**config.mk**
```make
export PLATFORM = sky130hd
export DESIGN_NAME = mct_not_phase_propagator
export DESIGN_NICKNAME = d
export VERILOG_FILES = /design/src/rtl/mnpp_pkg.sv /design/src/rtl/mct_not_phase_propagator.sv
export SDC_FILE = /design/constraint.sdc
export NUM_CORES = 1
export LEC_CHECK = 0
export ABC_AREA = 1
export BUFFER_PORTS_ARGS = -buffer_cell sky130_fd_sc_hd__clkbuf_2
export CORE_MARGIN = 5
export CORE_UTILIZATION = 28
export DETAILED_ROUTE_END_ITERATION = 10
export PLACE_DENSITY = 0.5
export SLEW_MARGIN = 20
export SYNTH_ARGS = -nofsm -noshare
export SYNTH_HDL_FRONTEND = slang
export SYNTH_SLANG_ARGS = --single-unit
export TNS_END_PERCENT = 50
```
**constraint.sdc**
```tcl
create_clock -name clk -period 19.82 [get_ports clk]
set_input_delay 3.964 -clock clk [delete_from_list [all_inputs] [get_ports clk]]
set_output_delay 3.964 -clock clk [all_outputs]
set_load 0.03 [all_outputs]
```
**src/rtl/mnpp_pkg.sv**
```systemverilog
`timescale 1ns / 1ps

package mnpp_pkg;

  // Field widths of one gate.
  localparam int unsigned MASK_W = 32;
  localparam int unsigned TGT_W  = 5;
  localparam int unsigned KIND_W = 2;

  // Default number of wires.
  localparam int unsigned WIRES_DEF = 32;

  // Configuration register indexes.
  localparam int unsigned CFG_IDX_W = 1;
  localparam logic [CFG_IDX_W-1:0] REG_KEEP_EVERY_WIRE  = 1'd0;
  localparam logic [CFG_IDX_W-1:0] REG_OUTPUT_WIRE_MASK = 1'd1;

  // Result kinds.
  localparam logic [KIND_W-1:0] KIND_GATE = 2'd0;
  localparam logic [KIND_W-1:0] KIND_NOT  = 2'd1;
  localparam logic [KIND_W-1:0] KIND_END  = 2'd2;

  // One result item.
  typedef struct packed {
    logic [KIND_W-1:0] kind;
    logic [MASK_W-1:0] control_mask;
    logic [MASK_W-1:0] polarity;
    logic [TGT_W-1:0]  target;
  } result_t;

endpackage

```
**src/rtl/mct_not_phase_propagator.sv**
```systemverilog
`timescale 1ns / 1ps

// Channel   Direction  Handshake              Payload
// cfg       in         cfg_valid/cfg_ready    cfg_index, cfg_data
// in        in         in_valid/in_ready      control mask, polarity, target, final flag
// out       out        out_valid/out_ready    kind, control mask, polarity, target
//
// Controlled gates go from the input to the result register. A new gate is taken every
// cycle outside a flush and, for a controlled gate, with the skid entry free, so a
// stalled output fills it before the input stops. A final gate brings a restoring NOT
// per kept wire with phase set, then the end marker; the single flush sequencer holds
// the input. Reset (rst_n low, synchronous) clears all phases and both registers.
module mct_not_phase_propagator #(
  parameter int unsigned WIRES = mnpp_pkg::WIRES_DEF
) (
  input  logic                           clk,
  input  logic                           rst_n,
  input  logic                           cfg_valid,
  output logic                           cfg_ready,
  input  logic [mnpp_pkg::CFG_IDX_W-1:0] cfg_index,
  input  logic [mnpp_pkg::MASK_W-1:0]    cfg_data,
  input  logic                           in_valid,
  output logic                           in_ready,
  input  logic [mnpp_pkg::MASK_W-1:0]    in_control_mask,
  input  logic [mnpp_pkg::MASK_W-1:0]    in_control_polarity,
  input  logic [mnpp_pkg::TGT_W-1:0]     in_target_wire,
  input  logic                           in_final_gate,
  output logic                           out_valid,
  input  logic                           out_ready,
  output logic [mnpp_pkg::KIND_W-1:0]    out_result_kind,
  output logic [mnpp_pkg::MASK_W-1:0]    out_result_control_mask,
  output logic [mnpp_pkg::MASK_W-1:0]    out_result_polarity,
  output logic [mnpp_pkg::TGT_W-1:0]     out_result_target
);
  import mnpp_pkg::*;

  // Only wires that fit the 32-bit masks carry a phase.
  localparam int unsigned PHASE_W = (WIRES < MASK_W) ? WIRES : MASK_W;
  localparam int unsigned IDX_W   = (PHASE_W > 1) ? $clog2(PHASE_W) : 1;

  // Configuration registers.
  logic               keep_every_r;
  logic [MASK_W-1:0]  out_mask_r;

  // Input register.
  logic               in_vld_r;
  logic [MASK_W-1:0]  in_mask_r;
  logic [MASK_W-1:0]  in_pol_r;
  logic [TGT_W-1:0]   in_tgt_r;
  logic               in_final_r;

  // Phase state and flush sequencer.
  logic [PHASE_W-1:0] phase_r, phase_nxt;
  logic [PHASE_W-1:0] todo_r, todo_nxt;
  logic               flush_r, flush_nxt;

  // Result register and skid entry.
  logic               out_vld_r, skid_vld_r;
  result_t            out_item_r, skid_item_r;

  logic               consume;
  logic               push;
  logic               push_ready;
  result_t            push_item;
  logic [PHASE_W-1:0] phase_tog;
  logic [PHASE_W-1:0] keep_mask;
  logic [IDX_W-1:0]   low_idx;
  logic               out_take;

  assign cfg_ready  = 1'b1;
  assign push_ready = !skid_vld_r;
  assign in_ready   = !in_vld_r || consume;
  assign out_take   = out_vld_r && out_ready;

  // Configuration transfers.
  always_ff @(posedge clk) begin
    if (!rst_n) begin
      keep_every_r <= 1'b0;
      out_mask_r   <= '0;
    end else if (cfg_valid && cfg_ready) begin
      unique case (cfg_index)
        REG_KEEP_EVERY_WIRE:  keep_every_r <= cfg_data[0];
        REG_OUTPUT_WIRE_MASK: out_mask_r   <= cfg_data;
        default: ;
      endcase
    end
  end

  // Input register: loaded on every input transfer.
  always_ff @(posedge clk) begin
    if (!rst_n) begin
      in_vld_r <= 1'b0;
    end else if (in_ready) begin
      in_vld_r <= in_valid;
    end
  end

  always_ff @(posedge clk) begin
    if (in_valid && in_ready) begin
      in_mask_r  <= in_control_mask;
      in_pol_r   <= in_control_polarity;
      in_tgt_r   <= in_target_wire;
      in_final_r <= in_final_gate;
    end
  end

  // Phase after a NOT; targets beyond the wire count leave it alone.
  always_comb begin
    phase_tog = phase_r;
    if ({1'b0, in_tgt_r} < (TGT_W + 1)'(PHASE_W)) begin
      phase_tog = phase_r ^ (PHASE_W'(1) << in_tgt_r[IDX_W-1:0]);
    end
  end

  assign keep_mask = keep_every_r ? '1 : out_mask_r[PHASE_W-1:0];

  // Lowest wire still waiting for a restoring NOT.
  always_comb begin
    low_idx = '0;
    for (int i = PHASE_W - 1; i >= 0; i--) begin
      if (todo_r[i]) begin
        low_idx = IDX_W'(i);
      end
    end
  end

  // Gate processing and flush sequencing.
  always_comb begin
    consume   = 1'b0;
    push      = 1'b0;
    push_item = '0;
    phase_nxt = phase_r;
    todo_nxt  = todo_r;
    flush_nxt = flush_r;
    if (flush_r) begin
      if (push_ready) begin
        push = 1'b1;
        if (todo_r != '0) begin
          push_item.kind   = KIND_NOT;
          push_item.target = TGT_W'(low_idx);
          todo_nxt         = todo_r & (todo_r - PHASE_W'(1));
        end else begin
          push_item.kind = KIND_END;
          flush_nxt      = 1'b0;
        end
      end
    end else if (in_vld_r) begin
      if (in_mask_r == '0) begin
        // A NOT only moves the phase.
        consume = 1'b1;
        if (in_final_r) begin
          todo_nxt  = keep_mask & phase_tog;
          phase_nxt = '0;
          flush_nxt = 1'b1;
        end else begin
          phase_nxt = phase_tog;
        end
      end else if (push_ready) begin
        // A controlled gate goes out with phase-adjusted polarities.
        consume                = 1'b1;
        push                   = 1'b1;
        push_item.kind         = KIND_GATE;
        push_item.control_mask = in_mask_r;
        push_item.polarity     = (in_pol_r ^ MASK_W'(phase_r)) & in_mask_r;
        push_item.target       = in_tgt_r;
        if (in_final_r) begin
          todo_nxt  = keep_mask & phase_r;
          phase_nxt = '0;
          flush_nxt = 1'b1;
        end
      end
    end
  end

  always_ff @(posedge clk) begin
    if (!rst_n) begin
      phase_r <= '0;
      flush_r <= 1'b0;
      todo_r  <= '0;
    end else begin
      phase_r <= phase_nxt;
      flush_r <= flush_nxt;
      todo_r  <= todo_nxt;
    end
  end

  // Result register with skid entry behind it.
  always_ff @(posedge clk) begin
    if (!rst_n) begin
      out_vld_r  <= 1'b0;
      skid_vld_r <= 1'b0;
    end else if (!out_vld_r || out_take) begin
      out_vld_r  <= skid_vld_r || push;
      skid_vld_r <= 1'b0;
    end else if (push) begin
      skid_vld_r <= 1'b1;
    end
  end

  always_ff @(posedge clk) begin
    if (!out_vld_r || out_take) begin
      out_item_r <= skid_vld_r ? skid_item_r : push_item;
    end else if (push) begin
      skid_item_r <= push_item;
    end
  end

  assign out_valid               = out_vld_r;
  assign out_result_kind         = out_item_r.kind;
  assign out_result_control_mask = out_item_r.control_mask;
  assign out_result_polarity     = out_item_r.polarity;
  assign out_result_target       = out_item_r.target;

endmodule

```
==> flow_summary.toml <==
[critical_path]
r2r_end = "phase_r[8]"
crit_chain = "nor4_1, nand4_1, nor2_4, nor2_2, nor2_4, inv_2, nand2_1, clkbuf_2"
critPathRequiredTime_ns = 15.86
reg2reg_from = "in_mask_r[26]"
crit_fanout = 28
critPathCaptureType = "output port"
cp_top_family = "simple AND/OR/NAND/NOR gates"
cp_common_cell = "nor2_4"
crit_buf_inv = 2
start_kind = "flip-flop"
arrival_ns = 3.30
cpMaxStageDelayCell = "nor2_4"
r2r_slack_ns = 15.64
cpPeakStageDelay_ns = 0.64
reg2reg_depth = 10
path_class = "flip-flop to output port"

[sta]
drv_slew = 0
fin_tns_setup_ns = 0
fmax_mhz = 138
skew_ns = 0.0156
rsz0062_at_grt = "false"
setup_viol = 0
post-route-period-util = 0.366
fin_crit_ns = 7.26
holdWs_ns = 0.457
relSlewSlack = 0.320
worstMarginPinSlew_ns = 1.02
hold_viol = 0

[layout]
nets = 1623
synthToLayoutAreaGrowth_pct = 20.2
fin_area_um2 = 16100
drive_gt1_frac = 0.183
antenna_cells = 0
finalCoreUtilization = 0.339

[power]
power_frac_clock = 0.416
power.density_nw_per_um2 = 100
ir_drop_mv = 0.0451
p_int_mw = 1.20
seqPwrFrac = 0.475
leakagePower_nw = 6.47
net-switching-power_uw = 417
combPwrFrac = 0.108
sw_frac_of_total = 0.259
p_total_mw = 1.61

[floorplanning]
dieHeight_um = 229
die_w_um = 229
fp-row-count = 80
core_area_um2 = 47500
start_util = 0.282
dieArea_um2 = 52300
num_io_pins = 182

[route]
drt_iter0_drc = 731
ant_nets = 0
drc = 0
first_pass_iters = 5
wl_per_cell_um = 17.5
via_per_inst = 4.57
totalWireLength_um = 37700
vias = 9852

[clock_network]
cts_setup_buffers = 0
cts_resized = 0
cts.sinks = 313
cts_inserted_buffers = 36
tritoncts = "built"
clockBufferDepth = 3
clk-insertion-delay-late_ns = 0.54
htreeDepth = 2
path_clk_slew_ns = 0.06
cts_root_buffer = "clkbuf_16"
postCtsHoldBufs = 0

[logic_synthesis]
synth_cell_types = 47
syn_avg_cell_area_um2 = 9.95
yosys.area.top_type = "edfxtp_1"
synth_top_area_share = 0.475
syn-cell-area_um2 = 13400
synth_area_leaders = "edfxtp_1, dfxtp_1, nor2_1"
ys_seq_area_frac = 0.626
yosys-top-cells-count = "edfxtp_1, nor2_1, nand2_1"
synth-main-ff-cell = "edfxtp_1"
synth_edf_count = 212
synth_warnings = 0
synth-seq-cells = 313
synthArstFlopShare = 0
syn_inst = 1346
synth_nets = 1454
synth.most_common_cell = "edfxtp_1"

[grt]
grt_pass1_vias = 9638
grt.overflow.total = 0
antenna_found_initial = 0
grt_start_max_net_pins = 77
grt.total_usage = 0.141
grt_pass1_wl_um = 57600

[place]
place.gp.congestion = 0.859
hpwlAfterDp_um = 27100
place_area_um2 = 14900
io_buffers = 180

[min_path]
hold_start = "out_mask_r[31]"
worstHoldEndpoint = "out_mask_r[31]"
hold_path_class = "flip-flop to flip-flop"
whs_path_depth = 2

[status]
status = "finished clean"

[run]
max_cap_viol_count = 0
[sequential cells by signal, summed over array words and instances, names as in the netlist, 5 cells and up]
signal	flops
skid_item_r	71
in_tgt_r	5
todo_r	32
phase_r	32
out_result_polarity	32
out_result_control_mask	32
in_mask_r	32
in_pol_r	32
out_mask_r	32
out_result_target	5
[final cells by class]
class | instances | area [µm²]
well taps | 615 | 769
flip-flops and latches | 313 | 8390
repair buffers | 188 | 961
multi-input cells | 800 | 4130
inverters | 176 | 667
clock inverters | 19 | 206
clock buffers | 44 | 982
fillers | 4872 | 31400
[worst max path at each step]
| stage | to | cells after the start | startpoint | slack, ns |
|---|---|---|---|---|
| final | in_ready | 8 | in_mask_r[26] | 12.56 |
| after floorplan | skid_item_r[0] | 3 | out_ready | 10.56 |
| after detailed placement | in_ready | 8 | in_mask_r[28] | 13.04 |
| after global routing | in_ready | 8 | in_mask_r[26] | 12.31 |
| after global placement | in_ready | 8 | in_mask_r[28] | 13.09 |
| after CTS | in_ready | 8 | in_mask_r[28] | 12.47 |
[power by group through the flow]
| stage | combinational [mW] | sequential (mW) | clock [mW] |
|---|---|---|---|
| floorplan | 0.0837 | 0.808 | 0 |
| global placement | 0.176 | 0.780 | 0 |
| detailed placement | 0.177 | 0.781 | 0 |
| CTS | 0.178 | 0.767 | 0.694 |
| global route | 0.193 | 0.770 | 0.719 |
| finish | 0.175 | 0.767 | 0.672 |
[cells in the final DEF (no fill, tap or decap), types with 37 or more instances in the layout]
cell / count
nor3_1: 38
clkbuf_16: 37
nand2_1: 190
clkbuf_2: 180
nor2_1: 201
edfxtp_1: 212
o21ai_0: 87
dfxtp_1: 100
inv_1: 165
a21oi_1: 67
[worst register-to-register path: stages (launching register included)]
cell	delay [ns]
edfxtp_1	0.38
nor4_1	0.59
nand4_1	0.25
nor2_4	0.64
nor2_2	0.14
nor2_4	0.23
inv_2	0.19
nor2_8	0.44
inv_2	0.28
nand2_1	0.73
a221oi_1	0.13
[kinds of logic after synthesis]
family,after synthesis,synth area share
xor+xnor,57,0.0373
compound gates,251,0.115
flops,313,0.626
buf+inv,233,0.0673
simple gates,491,0.154
other cells,1,0.000280
[stage by stage]
stage,cells,setup slack [ns]
after CTS,2155,12.47
after global placement,2092,13.09
after global routing,2155,12.31
after detailed placement,2092,13.04
final,2155,12.56
after floorplan,1346,10.56
[metal layers]
layer | vias to the layer above | share of wire | wire length, µm | global-route usage
li1 | 4885 | - | - | -
met1 | 4617 | 0.48 | 18300 | 0.208
met4 | 0 | 0.016 | 587 | 0.0303
met2 | 313 | 0.43 | 16400 | 0.212
met5 | - | 0 | 0 | 0
met3 | 37 | 0.067 | 2530 | 0.0323
Power figures use the tool's default switching activity.
